[src/rtl/dcah_ram.sv]
// Generic single-write, single-read RAM with registered read data.
// No dependencies.
module dcah_ram #(
    parameter int WIDTH = 32,
    parameter int DEPTH = 32
) (
    input  logic                     clk,
    input  logic                     we,
    input  logic [$clog2(DEPTH)-1:0] waddr,
    input  logic [WIDTH-1:0]         wdata,
    input  logic [$clog2(DEPTH)-1:0] raddr,
    output logic [WIDTH-1:0]         rdata
);
    logic [WIDTH-1:0] mem [DEPTH];

    always_ff @(posedge clk)
    begin
        if (we)
        begin
            mem[waddr] <= wdata;
        end
        rdata <= mem[raddr];
    end
endmodule

[config.mk]
export PLATFORM = sky130hd
export DESIGN_NAME = dcah_ram
export DESIGN_NICKNAME = d
export VERILOG_FILES = /design/src/rtl/dcah_ram.sv
export SDC_FILE = /design/constraint.sdc
export NUM_CORES = 1
export LEC_CHECK = 0
export BUFFER_PORTS_ARGS = -buffer_cell sky130_fd_sc_hd__buf_4
export CAP_MARGIN = 20
export CORE_MARGIN = 3
export CORE_UTILIZATION = 65
export DETAILED_ROUTE_END_ITERATION = 8
export PLACE_DENSITY = 0.81
export SYNTH_ARGS = -nofsm -noshare
export SYNTH_HDL_FRONTEND = slang
export SYNTH_SLANG_ARGS = --single-unit
[constraint.sdc]
create_clock -name clk -period 8 [get_ports clk]
set_input_delay 0.8 -clock clk [delete_from_list [all_inputs] [get_ports clk]]
set_output_delay 0.8 -clock clk [all_outputs]
set_load 0.02 [all_outputs]
==> flow_metrics.env <==
export IMPL_drt_first_pass_iters=6
export IMPL_dp_hpwl_mm=50.2
export IMPL_end_kind="register"
export IMPL_yosysUniqueCellTypes=25
export IMPL_design_die_area_sq_um=65300
export IMPL_crit_required_ns=8.52
export IMPL_power_uw=11400
export IMPL_ys_warn_count=0
export IMPL_fillers=3406
export IMPL_min_path_type="in -> reg"
export IMPL_utilization=0.740
export IMPL_worst_setup_path_type="in -> reg"
export IMPL_multi_input_area_sq_um=8610
export IMPL_vdd_drop_max_uv=170
export IMPL_ant_nets=0
export IMPL_insertion_delay_ns=0.65
export IMPL_die_y_microns=256
export IMPL_skew_ns=0.0235
export IMPL_mostFrequentLayoutCells="1024 x edfxtp_1, 512 x mux2i_1, 119 x buf_4"
export IMPL_powerDensity_nw_per_um2=252
export IMPL_yosysSeqAreaShare=0.775
export IMPL_grt_max_degree=139
export IMPL_placed_cell_area_sq_um=42000
export IMPL_antenna_found_initial=4
export IMPL_r2r_setup_slack_ns=6.67
export IMPL_outcome="complete, no violations"
export IMPL_path_max_fanout=75
export IMPL_slew_viol_final=0
export IMPL_htree_levels=3
export IMPL_final_common_cell="edfxtp_1"
export IMPL_port_buffers=75
export IMPL_ys_seq_elements=1056
export IMPL_finalHoldViolCount=0
export IMPL_clock_sinks=1056
export IMPL_clk_pin_slew_worst_paths_ns=0.06
export IMPL_grt_usage=0.301
export IMPL_fmax_mhz=342
export IMPL_final_nets=2399
export IMPL_leakage_uw=0.0157
export IMPL_vias=21900
export IMPL_design_core_area_sq_um=61000
export IMPL_via_per_inst=6.71
export IMPL_start_kind="input pin"
export IMPL_placement_rows=90
export IMPL_wl_mm=99.1
export IMPL_worstMarginPinSlew_ns=1.21
export IMPL_syn_inst=2260
export IMPL_post_cts_setup_buffers=0
export IMPL_drt_initial_drc_count=3217
export IMPL_cts_tree="yes"
export IMPL_synth_nets=2304
export IMPL_grt_pass1_wl_mm=144
export IMPL_fin_crit_ns=2.93
export IMPL_cts_root_buffer="clkbuf_16"
export IMPL_cts_resized=0
export IMPL_overflow=0
export IMPL_syn_cell_area_sq_um=40500
export IMPL_numCtsBuffers=98
export IMPL_period_share=0.366
export IMPL_final_seq_area_sq_um=31400
export IMPL_slew_headroom=0.194
export IMPL_routabilityCongestion=0.804
export IMPL_finalSetupViolations=0
export IMPL_wl_per_cell_microns=30.3
export IMPL_crit_arrival_ns=3.45
export IMPL_setup_tns_ns=0
export IMPL_remaining_drc_errors=0
export IMPL_fp_dieW_microns=256
export IMPL_syn_area_per_cell_sq_um=17.9
export IMPL_rsz0062_at_grt="no"
export IMPL_cts_path_max_buffers=3
export IMPL_cts_hold_buf=0
export IMPL_max_cap_violations=0
export IMPL_final_area_sq_um=45200
export IMPL_drive_gt1_frac=0.127
export IMPL_initial_core_util=0.663
export IMPL_syn_to_final_growth_pct=11.6
export IMPL_grt_pass1_vias=21900
export IMPL_hold_ws_ns=0.555
export IMPL_io_pins=76
==> synthesized netlist by cell type <==
cell      instances  area share
a21oi_1          96       0.012
a22o_1           64       0.014
a22oi_1          96       0.018
a31oi_1          32      0.0049
and2_1            1     0.00015
and2b_1           1     0.00019
buf_1             5     0.00046
buf_2            26      0.0032
buf_4            33      0.0061
buf_6            15      0.0042
clkbuf_1         46      0.0043
clkbuf_4          2     0.00037
dfxtp_1          32       0.016
edfxtp_1       1024        0.76
mux2i_1         512        0.13
nand2_1          98      0.0091
nand2b_1          2     0.00031
nand3_1          98       0.012
nand3b_1          5     0.00093
nor2_1           34      0.0032
nor2b_1           1     0.00015
nor3_1           32      0.0040
or2_2             1     0.00015
or3_1             1     0.00015
or3b_2            3     0.00065
==> routing by layer <==
metal,global-route usage,share of wire,vias up
li1,-,-,9176
met1,0.419,0.37,11000
met2,0.478,0.48,1511
met3,0.0635,0.12,258
met4,0.115,0.036,4
met5,0,0.00019,-
==> report_power, final <==
group / total [uW] / internal, uW / switching [uW]
registers: 6180 / 6150 / 34.6
clock network: 4610 / 2640 / 1970
logic: 591 / 198 / 394
==> path summary, 6_finish.rpt <==
kind / start / end / cells after the start
worst max-delay path: raddr[2] / rdata[12] / 7
worst min-delay path: wdata[13] / mem[29][13] / 1
worst min register to register: mem[16][11] / rdata[11] / 4
worst max register to register: mem[1][13] / rdata[13] / 5
==> stage by stage <==
| stage | setup WS, ns | instances |
|---|---|---|
| 6_report | 5.07 | 3269 |
| 5_1_grt | 5.01 | 3267 |
| 4_1_cts | 5.21 | 3266 |
| 3_5_place_dp | 4.52 | 3083 |
| 3_3_place_gp | 4.61 | 3083 |
| 2_1_floorplan | 4.77 | 2260 |
==> critical path, stage by stage <==
cell,delay [ns]
buf_4,0.13
and2b_4,0.85
buf_4,0.98
a22o_1,0.29
nor3_1,0.07
a31oi_1,0.18
nand3_1,0.10
==> flip-flops by register name, summed over array words and instances (netlist names) <==
name   count
mem     1024
rdata     32
==> area by class of cell <==
type | count | area share
Multi-Input combinational cell | 1077 | 0.191
Antenna cell | 3 | 0.000166
Tap cell | 828 | 0.0229
Sequential cell | 1056 | 0.695
Clock buffer | 136 | 0.0604
Timing Repair Buffer | 122 | 0.0210
Clock inverter | 47 | 0.0101
==> kinds of logic after synthesis <==
family                 after synthesis  synth area share
flip-flops                        1056             0.775
AND/OR/NAND/NOR                    277            0.0310
buffers and inverters              127            0.0186
AO/OA/AOI/OAI                      288            0.0485
multiplexers                       512             0.127
Note: power is estimated with default switching activity, not from simulation.
